### config.mk
export PLATFORM = sky130hd
export DESIGN_NAME = spn_ctrl
export DESIGN_NICKNAME = d
export VERILOG_FILES = /design/src/rtl/spn_pkg.sv /design/src/rtl/spn_ctrl.sv
export SDC_FILE = /design/constraint.sdc
export NUM_CORES = 1
export LEC_CHECK = 0
export BUFFER_PORTS_ARGS = -buffer_cell sky130_fd_sc_hd__buf_2
export CORE_ASPECT_RATIO = 0.9
export CORE_UTILIZATION = 35
export CTS_CLUSTER_SIZE = 20
export DETAILED_ROUTE_END_ITERATION = 8
export SLEW_MARGIN = 20
export SYNTH_ARGS = -nofsm -noshare
export SYNTH_HDL_FRONTEND = slang
export SYNTH_SLANG_ARGS = --single-unit
### constraint.sdc
create_clock -name clk -period 14.5 [get_ports clk]
set_input_delay 2.9 -clock clk [delete_from_list [all_inputs] [get_ports clk]]
set_output_delay 2.9 -clock clk [all_outputs]
set_load 0.005 [all_outputs]
### src/rtl/spn_pkg.sv
// Package for the SPN block cipher engine: widths, function codes and helpers.
// Used by the datapath, controller, top level and checker; depends on nothing.
package spn_pkg;
  localparam int unsigned BlkBytes = 16;
  localparam int unsigned NibCnt = 32;
  localparam int unsigned DefMaxRounds = 16;
  localparam int unsigned CfgW = 5;

  localparam logic [2:0] FUNC_LOAD_SUB = 3'd0;
  localparam logic [2:0] FUNC_LOAD_PERM = 3'd1;
  localparam logic [2:0] FUNC_LOAD_KEY = 3'd2;
  localparam logic [2:0] FUNC_ENCRYPT = 3'd3;
  localparam logic [2:0] FUNC_DECRYPT = 3'd4;

  localparam logic CFG_ROUND_COUNT = 1'b0;
  localparam logic CFG_PERM_PERIOD = 1'b1;

  localparam logic [4:0] RESET_ROUNDS = 5'd16;
  localparam logic [4:0] RESET_PERIOD = 5'd2;

  typedef logic [7:0] byte_t;
  typedef byte_t [BlkBytes-1:0] blk_t;

  typedef enum logic [1:0] {
    RND_PLAIN = 2'd0,
    RND_PERM = 2'd1,
    RND_SLIDE = 2'd2
  } rnd_kind_t;

  typedef struct packed {
    logic load;
    logic start;
    logic fwd;
    logic rd;
    logic [3:0] rd_idx;
    logic wb;
    logic [3:0] wb_idx;
    logic sub_en;
    logic mix;
    rnd_kind_t kind;
    logic [3:0] rnd_idx;
  } ctl_cmd_t;

  function automatic blk_t slide_fwd(input blk_t b);
    blk_t o;
    o = b;
    for (int i = 1; i < 14; i++) begin
      o[i+1] = o[i+1] ^ o[i];
    end
    o[0] = o[0] ^ o[15];
    return o;
  endfunction

  function automatic blk_t slide_inv(input blk_t b);
    blk_t o;
    o = b;
    o[0] = o[0] ^ o[15];
    for (int i = 14; i >= 2; i--) begin
      o[i] = o[i] ^ o[i-1];
    end
    return o;
  endfunction
endpackage

### src/rtl/spn_ctrl.sv
// Controller of the SPN engine: round and byte sequencing, handshakes and result flag.
// Depends on spn_pkg; drives spn_datapath.
module spn_ctrl
  import spn_pkg::*;
#(
  parameter int unsigned MAX_ROUNDS = DefMaxRounds
) (
  input  logic       clk,
  input  logic       rst_n,
  input  logic       in_valid,
  output logic       in_ready,
  input  logic [2:0] func,
  input  logic [4:0] round_count,
  input  logic [4:0] perm_period,
  input  logic       out_ready,
  output logic       out_valid,
  output ctl_cmd_t   cmd
);
  localparam logic [1:0] S_IDLE = 2'd0;
  localparam logic [1:0] S_BYTES = 2'd1;
  localparam logic [1:0] S_MIX = 2'd2;

  logic [1:0] st_r, st_nxt;
  logic [4:0] rnd_r, rnd_nxt;
  logic [4:0] last_r, last_nxt;
  logic [4:0] cnt_r, cnt_nxt;
  logic dec_r, dec_nxt;
  logic sub_en_r, sub_en_nxt;
  logic ov_r, ov_nxt;
  logic acc;
  logic [4:0] rounds;
  logic period_hit;
  logic use_perm;
  logic busy_done;

  assign rounds = (round_count > 5'(MAX_ROUNDS)) ? 5'(MAX_ROUNDS) : round_count;
  assign in_ready = (st_r == S_IDLE) && !ov_r;
  assign acc = in_valid && in_ready;
  assign out_valid = ov_r;
  assign use_perm = (perm_period != 5'd0) && period_hit && (rnd_r[1:0] != 2'd0);

  always_comb begin
    period_hit = 1'b0;
    for (int k = 1; k <= int'(MAX_ROUNDS); k++) begin
      if ({4'd0, perm_period} * 9'(k) == {4'd0, rnd_r}) period_hit = 1'b1;
    end
  end

  always_comb begin
    st_nxt = st_r;
    rnd_nxt = rnd_r;
    last_nxt = last_r;
    cnt_nxt = cnt_r;
    dec_nxt = dec_r;
    sub_en_nxt = sub_en_r;
    ov_nxt = ov_r && !out_ready;
    busy_done = 1'b0;
    cmd = '0;
    cmd.fwd = !dec_r;
    cmd.sub_en = sub_en_r;
    cmd.rnd_idx = 4'(rnd_r - 5'd1);
    cmd.rd_idx = cnt_r[3:0];
    cmd.wb_idx = 4'(cnt_r - 5'd1);
    cmd.kind = use_perm ? RND_PERM : ((rnd_r[1:0] == 2'd0) ? RND_SLIDE : RND_PLAIN);
    cmd.load = acc && (func == FUNC_LOAD_SUB || func == FUNC_LOAD_PERM
                       || func == FUNC_LOAD_KEY);
    unique case (st_r)
      S_IDLE: begin
        if (acc && (func == FUNC_ENCRYPT || func == FUNC_DECRYPT)) begin
          cmd.start = 1'b1;
          dec_nxt = (func == FUNC_DECRYPT);
          sub_en_nxt = (func == FUNC_ENCRYPT);
          rnd_nxt = (func == FUNC_ENCRYPT) ? 5'd1 : rounds;
          last_nxt = rounds;
          cnt_nxt = 5'd0;
          if (rounds == 5'd0) ov_nxt = 1'b1;
          else st_nxt = S_BYTES;
        end
      end
      S_BYTES: begin
        cmd.rd = !cnt_r[4];
        cmd.wb = (cnt_r != 5'd0);
        cnt_nxt = cnt_r + 5'd1;
        if (cnt_r[4]) begin
          cnt_nxt = 5'd0;
          if (dec_r && rnd_r == 5'd0) begin
            st_nxt = S_IDLE;
            busy_done = 1'b1;
          end else st_nxt = S_MIX;
        end
      end
      S_MIX: begin
        cmd.mix = 1'b1;
        if (dec_r) begin
          rnd_nxt = rnd_r - 5'd1;
          sub_en_nxt = 1'b1;
          st_nxt = S_BYTES;
        end else if (rnd_r == last_r) begin
          st_nxt = S_IDLE;
          busy_done = 1'b1;
        end else begin
          rnd_nxt = rnd_r + 5'd1;
          st_nxt = S_BYTES;
        end
      end
      default: st_nxt = S_IDLE;
    endcase
    if (busy_done) ov_nxt = 1'b1;
  end

  always_ff @(posedge clk) begin
    if (!rst_n) begin
      st_r <= S_IDLE;
      ov_r <= 1'b0;
      rnd_r <= '0;
      last_r <= '0;
      cnt_r <= '0;
      dec_r <= 1'b0;
      sub_en_r <= 1'b0;
    end else begin
      st_r <= st_nxt;
      ov_r <= ov_nxt;
      rnd_r <= rnd_nxt;
      last_r <= last_nxt;
      cnt_r <= cnt_nxt;
      dec_r <= dec_nxt;
      sub_en_r <= sub_en_nxt;
    end
  end
endmodule

### Word-level counts from Yosys, hierarchy flattened

Index checks and enable logic that the tools add are counted.

| word-level totals | value |
|---|---|
| register bits | 20 |
| latch bits | 0 |
| bits in writable memories | 0 |
| ROM bits | 0 |
| input port bits | 17 |
| output and inout bits | 23 |
| word-level logic and storage cells | 132 |
| memories | 0 |

| cells by class | value |
|---|---|
| $add $sub $neg | 4 |
| multiply operators | 11 |
| div/mod/pow operators | 0 |
| magnitude comparators | 1 |
| eq/ne operators | 28 |
| shifts and indexed selects | 0 |
| muxes and demuxes | 51 |
| bitwise logic cells | 0 |
| reductions and logical operators | 30 |

Operators with widths:

| cell | number |
|---|---|
| $eq 9x5->1 | 8 |
| $mul 5x4->9 const B | 4 |
| $mux 5 | 7 |
| $mux 1 | 33 |
| $eq 8x5->1 | 4 |
| $mul 5x3->8 const B | 4 |
| $mul 5x2->7 const B | 3 |
| $pmux 5 s2 | 2 |
| $eq 7x5->1 | 2 |
| $mux 2 | 6 |
| $add 5x1->5 const B | 2 |
| $eq 5x5->1 | 2 |
| $logic_not 5->1 | 2 |
| $reduce_bool 5->1 | 2 |
| $reduce_and 3->1 | 3 |
| $logic_and 1x1->1 | 8 |
| $eq 3x2->1 const B | 2 |
| $eq 6x5->1 | 1 |
| $ne 2x2->1 const B | 3 |
| $pmux 2 s3 | 1 |
| $reduce_bool 2->1 | 3 |
| $gt 5x5->1 const B | 1 |
| $sub 5x1->5 const B | 1 |
| $logic_not 1->1 | 4 |
| other kinds (12) | 17 |

### Depth between registers and ports, before layout

Gate-level depths: netlist of run 1.

| logic depth | value |
|---|---|
| depth after elaboration | 20 |
| mapped depth | 14 |
| gate-level depth less buffers | 12 |

### Worst setup path after synthesis of run 1

OpenSTA, ideal clock, no wires.

| timing | value |
|---|---|
| path kind | input to output |
| start | input port perm_period[0] |
| end | output port cmd[4] (netlist name) |
| arrival | 5.676 ns |
| required time | 11.600 ns |
| setup slack | 5.924 ns |
| cell stages on the path | 11 |
| buffers on the path | 1 |
| path through | fa_1 -> inv_1 -> fa_1 -> fa_1 -> nand2b_1 -> a21oi_1 -> mux2_1 -> o32ai_1 -> nor4_1 -> a221oi_2 -> buf_4 |

RTL lines:

| what | RTL line | text |
|---|---|---|
| from (decl) | spn_ctrl.sv:14 | `input logic [4:0] perm_period,` |
| to (decl) | spn_ctrl.sv:17 | `output ctl_cmd_t cmd` |

==> results of run 1 <==
-- sequential cells by signal, indices dropped and copies added, names as in the netlist --
name,count
last_r,5
rnd_r,5
out_valid,1
dec_r,1
cnt_r,5
sub_en_r,1
st_r,2
-- path summary, 6_finish.rpt --
kind         cells after the start        end  slack [ps]           start
max                             12     cmd[4]        5330  perm_period[2]
min                              2  last_r[4]         480       last_r[4]
max reg2reg                      7  out_valid       12210        rnd_r[0]
min reg2reg                      2  last_r[4]         480       last_r[4]
-- report_power, final --
part | internal, W | switching (W) | total (W)
combinational | 0.0000892 | 0.000113 | 0.000202
sequential | 0.0000600 | 0.0000104 | 0.0000703
clock | 0.0000547 | 0.0000212 | 0.0000759
total | 0.000204 | 0.000144 | 0.000348
-- cells by family (layout without fill, tap and decap cells) --
logic type	after synthesis	count (layout)
DFF	20	20
AOI/OAI and AO/OA	74	74
muxes	5	5
and+or+nand+nor	112	112
buffers and inverters	64	86
xor gates and xnor gates	63	63
adders and majority gates	72	72
-- cells in the final DEF, fill, tap and decap left out, drive strengths merged, types with 4 or more instances in the layout --
cell type	count
a21boi	11
a21oi	20
a221o	4
and2	6
buf	41
dfxtp	20
fa	19
ha	53
inv	39
mux2i	4
nand2	17
nand2b	6
nand3	9
nand3b	4
nand4	6
nor2	16
nor2b	7
nor3	17
nor3b	4
o21ai	9
xnor2	30
xor2	33
-- metal layers --
layer | share of wire [%] | up-vias | wire length (um) | GRT usage, %
li1 | - | 1459 | - | -
met1 | 50 | 1393 | 4040 | 22.2
met2 | 46 | 54 | 3740 | 27.4
met3 | 3.2 | 4 | 257 | 0.801
met4 | 0.74 | 0 | 60 | 3.43
met5 | 0 | - | 0 | 0
-- layout make-up --
| type | count | area, um^2 |
|---|---|---|
| Clock inverter | 1 | 30.0 |
| Multi-Input combinational cell | 326 | 2860 |
| Timing Repair Buffer | 41 | 210 |
| Sequential cell | 20 | 400 |
| Clock buffer | 3 | 75.1 |
| Inverter | 41 | 159 |
| Tap cell | 126 | 158 |
| Fill cell | 1008 | 5890 |
-- per-stage QoR --
step	hold WS [ps]	worst slack, ps	area [um^2]
CTS	480	5350	3890
global placement	457	5440	3790
global route	502	5140	3890
detailed placement	457	5350	3790
floorplan	442	5920	3570
finish	475	5330	3890
-- critical path: stages --
cell and delay (ps):
buf_2 360, fa_1 520, inv_1 90, fa_1 460, fa_1 470, nand2b_1 170, a21oi_1 150, mux2_1 350
o32ai_1 250, nor4_1 140, a221oi_2 250, buf_2 150
==> flow_summary.toml, run 1 <==
[clocking]
clock_sinks = 20
cts_resized = 0
clk_path_buf_depth = 2
clk_latency_ps = 250
cts_tree = "built"
postCtsHoldBufs = 0
cts_setup_buffers = 0
cts_root_buf = "clkbuf_16"
path_clk_slew_ps = 60
htree_levels = 1
cts_made_buffers = 3

[yosys]
yosys_warnings = 0
synthCells = 410
synthMuxAreaShare_pct = 1.44
synth_common_cells = "ha_1, inv_1, xor2_1, xnor2_1, dfxtp_1"
synthesis.area_um2 = 3570
synth_top_cell_by_area = "ha_1"
synth_area_leaders = "ha_1, dfxtp_1, fa_1, xor2_1, xnor2_1"
yosysUniqueCellTypes = 67
yosysSeqAreaShare_pct = 11.2
synth-compound-area-share_pct = 15.8
synth-xor-area-share_pct = 15.7
ys_ff_latch = 20
synth_top_family_by_area = "adder cells"
postSynth.asyncResetShare_pct = 0
synth_simple_gate_area_share_pct = 18.0
yosysMostFrequentCell = "ha_1"
synthAdderAreaFrac_pct = 29.2
ys.flop_type = "dfxtp_1"
syn-mean-instance-area_um2 = 8.71
synth_nets = 499
synth_edf_count = 0
synth_top_area_share_pct = 18.6

[cells_and_area]
antenna_cells = 0
nets = 522
final_cells = 558
syn_to_final_growth_pct = 9.04
final_core_util_pct = 39.8
drive_above_1_share_pct = 13.4

[floorplan]
die_h_um = 97.8
rows = 34
io_pins = 40
dieArea_um2 = 10600
die_width_um = 108
coreArea_um2 = 9780
initial_core_util_pct = 36.5

[routing]
wire_per_inst_um = 14.5
drc = 0
drtAntennaViolNets = 0
wl_um = 8100
first_iter_violations = 100
num_vias = 2910
drt-pass1-iter-count = 4
drt-vias-per-instance = 5.22

[timing]
rsz0062_at_grt = "false"
min_period_ps = 9170
tightest_slew_ps = 753
slew_headroom_pct = 49.8
fin_tns_setup_ps = 0
final-hold-violation-count = 0
worst_clock_skew_ps = 2.51
period_share_pct = 63.2
drv_slew = 0
fmax_mhz = 109
setup_violations = 0

[power_and_ir_drop]
power_density_nw_per_um2 = 89.4
leakage_nw = 1.74
power_w = 0.000348
max-vdd-ir-drop_mv = 0.0530

[worst_setup_path]
critPathLaunchType = "primary input"
cp_data_required_time_ps = 11600
worstSetupPathType = "primary input to output port"
crit_path_max_fanout = 16
crit_arrival_ps = 6270
cp-end-kind = "output port"

[global_routing]
grt_pass1_wl_um = 13800
grt_max_degree = 23
antenna_found_initial = 0
grt_pass1_vias = 2843
grt_usage_pct = 16.0
grt.overflow.total = 0

[status]
outcome = "finished clean"

[run]
maxCapViolCount = 0

[placement]
dp.cells = 554
gp_congestion = 0.837
dpl.hpwl_um = 6530
portBuffers = 39

[worst_hold_path]
min_path_type = "flop to flop"
Note: power is estimated with default switching activity, not from simulation.
==> run 2, diff against run 1 <==
==> constraint.sdc (replaced) <==
create_clock -name clk -period 7.7 [get_ports clk]
set_input_delay 1.54 -clock clk [delete_from_list [all_inputs] [get_ports clk]]
set_output_delay 1.54 -clock clk [all_outputs]
set_load 0.005 [all_outputs]
==> run 2 against run 1 <==
  * Clock power increased by 90%
  * Critical endpoint unchanged
  * Largest cell class unchanged
  * Register-to-register slack got worse by 6800 ps
  * Die area unchanged
  * Setup slack worse by 4100 ps
  * Clock skew is 0.74 ps lower
  * Cell area did not move
  * Largest power group unchanged
  * Core utilization unchanged
  * Sequential cell count stayed put
  * Via count up 1.0%
==> flow_summary.toml, run 2 (same netlist as run 1, synthesis figures left out) <==
[clocking]
htree_levels = 1
cts_made_buffers = 3
cts_tree = "built"
clk_path_buf_depth = 2
cts_setup_buffers = 0
postCtsHoldBufs = 0
clk_latency_ps = 250
path_clk_slew_ps = 60
cts_resized = 0
clock_sinks = 20
cts_root_buf = "clkbuf_16"

[timing]
drv_slew = 0
fin_tns_setup_ps = 0
period_share_pct = 83.5
worst_clock_skew_ps = 1.77
min_period_ps = 6430
fin_hold_ws_ps = 474
setup_violations = 0
rsz0062_at_grt = "false"
final-hold-violation-count = 0
slew_headroom_pct = 48.3
fmax_mhz = 155
tightest_slew_ps = 774

[power_and_ir_drop]
max-vdd-ir-drop_mv = 0.0969
leakage_nw = 1.74
power_density_nw_per_um2 = 169

[global_routing]
grt.overflow.total = 0
grt_pass1_vias = 2891
grt_pass1_wl_um = 14000
grt_max_degree = 23
antenna_found_initial = 0
grt_usage_pct = 16.1

[routing]
drc = 0
drt-vias-per-instance = 5.27
drt-pass1-iter-count = 4
drtAntennaViolNets = 0
wl_um = 8200
num_vias = 2940
wire_per_inst_um = 14.7
first_iter_violations = 89

[worst_hold_path]
min_path_type = "flop to flop"

[worst_setup_path]
crit_arrival_ps = 4890
timing.rr.end = "rnd_r[4]"
cp_data_required_time_ps = 6160
critPathLaunchType = "primary input"
startpoint = "perm_period[2]"
cp-end-kind = "output port"
worstSetupPathType = "primary input to output port"
cp-endpoint = "cmd[4]"
r2r-start = "rnd_r[0]"
ff2ff_path_depth = 8
regToRegSetupSlack_ps = 5410
crit_path_max_fanout = 16

[floorplan]
io_pins = 40
die_width_um = 108
rows = 34
initial_core_util_pct = 36.5
die_h_um = 97.8
coreArea_um2 = 9780
dieArea_um2 = 10600

[placement]
gp_congestion = 0.838
dpl.hpwl_um = 6540
dp.cells = 554
portBuffers = 39

[cells_and_area]
final_cells = 558
antenna_cells = 0
nets = 522
layout_commonest_cell = "ha_1"
final_cell_mix = "ha_1, buf_2, inv_1"
drive_above_1_share_pct = 13.4
top_regs = "cnt_r x5, last_r x5, rnd_r x5"
syn_to_final_growth_pct = 9.04

[status]
outcome = "finished clean"

[run]
maxCapViolCount = 0
-- run 2: cell counts in the layout (fill, tap and decap cells not counted) --
No cell type changed its count.
-- run 2: metal layers --
layer | wire length, um | track usage, %
met3 | 224 | 0.801
met4 | 49 | 2.49
met5 | 0 | 0
met2 | 3790 | 27.3
met1 | 4140 | 22.9
-- run 2: final cells by class --
cell class	count	area [um^2]
Clock buffer	3	75.1
Inverter	41	159
Tap cell	126	158
Multi-Input combinational cell	326	2860
Fill cell	1005	5890
Timing Repair Buffer	41	210
Sequential cell	20	400
Clock inverter	1	30.0
-- run 2: metrics by stage --
step	power, W	area [um^2]	setup slack (ps)	utilization (%)
finish	0.000659	3890	1270	39.8
global route	0.000713	3890	1120	39.8
CTS	0.000663	3890	1290	39.8
detailed placement	0.000516	3790	1290	38.7
global placement	0.000508	3790	1360	38.7
floorplan	0.000428	3570	1840	-
-- run 2: power breakdown --
| group | internal (W) | total (W) | switching, W | leakage [nW] |
|---|---|---|---|---|
| logic | 0.000168 | 0.000382 | 0.000214 | 1.53 |
| registers | 0.000113 | 0.000133 | 0.0000198 | 0.162 |
| clock network | 0.000103 | 0.000144 | 0.0000411 | 0.0511 |
-- run 2: worst min path at each step --
stage          slack, ps         to  cells after the start      start
4_1_cts              480  last_r[1]                      2  last_r[1]
3_3_place_gp         460   sub_en_r                      2   sub_en_r
6_report             470  last_r[1]                      2  last_r[1]
5_1_grt              520  last_r[1]                      2  last_r[1]
3_5_place_dp         460   sub_en_r                      2   sub_en_r
2_1_floorplan        440   sub_en_r                      2   sub_en_r
-- run 2: worst max-delay path, stage by stage --
cell	delay (ps)
buf_2	370
fa_1	520
inv_1	80
fa_1	460
fa_1	470
nand2b_1	170
a21oi_1	160
mux2_1	350
o32ai_1	240
nor4_1	140
a221oi_2	240
buf_2	150
==> run 3, diff against run 2 <==
==> constraint.sdc (replaced) <==
create_clock -name clk -period 6.1 [get_ports clk]
set_input_delay 1.22 -clock clk [delete_from_list [all_inputs] [get_ports clk]]
set_output_delay 1.22 -clock clk [all_outputs]
set_load 0.005 [all_outputs]
==> run 3 against run 2 <==
  * Core utilization hardly changed
  * Power rose by 22%
  * Sequential share of layout area barely moved
  * Register-to-register slack worse by 1600 ps
  * Die area unchanged
  * Critical path depth is 2 higher
  * Critical endpoint unchanged
==> flow_summary.toml, run 3 (same netlist as run 1, synthesis figures left out) <==
[routing]
wire_per_inst_um = 15.3
wl_um = 8560
num_vias = 2926
drc = 0
drt-vias-per-instance = 5.23
drtAntennaViolNets = 0
first_iter_violations = 130
drt-pass1-iter-count = 4

[worst_setup_path]
startpoint = "perm_period[1]"
cp-end-kind = "output port"
worstSetupPathType = "primary input to output port"
critPathLaunchType = "primary input"
r2r-start = "rnd_r[0]"
cp_data_required_time_ps = 4880
crit_path_max_fanout = 13
crit_arrival_ps = 4490

[timing]
period_share_pct = 93.6
fmax_mhz = 175
rsz0062_at_grt = "false"
fin_tns_setup_ps = 0
drv_slew = 0
slew_headroom_pct = 50.4
worst_clock_skew_ps = 2.06
final-hold-violation-count = 0
tightest_slew_ps = 742
setup_violations = 0
min_period_ps = 5710

[floorplan]
die_width_um = 108
rows = 34
initial_core_util_pct = 36.5
io_pins = 40
coreArea_um2 = 9780
dieArea_um2 = 10600
die_h_um = 97.8

[clocking]
cts_root_buf = "clkbuf_16"
cts_made_buffers = 3
clk_latency_ps = 250
cts_tree = "built"
cts_setup_buffers = 0
postCtsHoldBufs = 0
path_clk_slew_ps = 50
htree_levels = 1
clk_path_buf_depth = 2
clock_sinks = 20
cts_resized = 0

[power_and_ir_drop]
max-vdd-ir-drop_mv = 0.185
power_density_nw_per_um2 = 206
leakage_nw = 1.74

[status]
outcome = "finished clean"

[cells_and_area]
multi_input_area_um2 = 2860
layout_commonest_cell = "ha_1"
nets = 524
final_core_util_pct = 39.8
final_cells = 560
fillers = 986
top_regs = "cnt_r x5, last_r x5, rnd_r x5"
antenna_cells = 0
syn_to_final_growth_pct = 9.00
final_cell_mix = "ha_1, buf_2, inv_1"
seqCellArea_um2 = 400
drive_above_1_share_pct = 13.8
design_area_um2 = 3890

[placement]
gp_congestion = 0.840
dpl.hpwl_um = 6790
dp.cells = 556
postPlaceCellArea_um2 = 3800
portBuffers = 39

[global_routing]
grt_use_met1_pct = 23.3
grt_use_met3_pct = 1.80
grt_usage_pct = 16.6
grt_pass1_vias = 2843
grt.overflow.total = 0
antenna_found_initial = 0
grt_pass1_wl_um = 14300
grt_max_degree = 21
grt.busiest_layer = "met2"
use_met2_pct = 27.9

[run]
maxCapViolCount = 0

[worst_hold_path]
min_from = "last_r[2]"
min_path_type = "flop to flop"
run 3: cell type report:
cell class / count / area share [%]
well taps: 126 / 4.05
multi-input cells: 326 / 73.5
inverters: 41 / 4.08
repair buffers: 43 / 5.79
flip-flops and latches: 20 / 10.3
clock buffers: 4 / 2.28
run 3: worst paths after layout:
kind                    end  slack [ps]  depth (start not counted)
setup / recovery     cmd[4]         390                         14
setup reg to reg   rnd_r[4]        3790                          8
hold / removal    last_r[2]         470                          2
hold reg to reg   last_r[2]         470                          2
run 3: where the power goes:
part	internal, W	switching [W]	leakage, nW
clock network	0.0000999	0.0000485	0.0442
logic	0.000214	0.000274	1.54
registers	0.000143	0.0000241	0.162
run 3: critical path, cell delays in order:
cell and delay, ps:
buf_2 320, inv_1 110, ha_1 480, ha_1 300, ha_1 210, inv_1 70, fa_1 420, xnor2_1 150
nor4_1 190, o211ai_1 130, nor4b_1 390, a2111oi_1 100, a221oi_2 240, buf_2 150
run 3: per-stage QoR:
stage               hold WS, ps  worst slack [ps]  power [W]
floorplan                   442               884   0.000541
global placement            458               478   0.000646
detailed placement          462               415   0.000655
CTS                         477               397   0.000809
global route                499               162   0.000871
finish                      473               388   0.000803
run 3: layer usage:
layer / wire length, um / share of wire (%) / vias up
li1: - / - / 1467
met1: 4190 / 49 / 1391
met4: 57 / 0.67 / 0
met5: 0 / 0 / -
met3: 347 / 4.1 / 4
met2: 3960 / 46 / 64
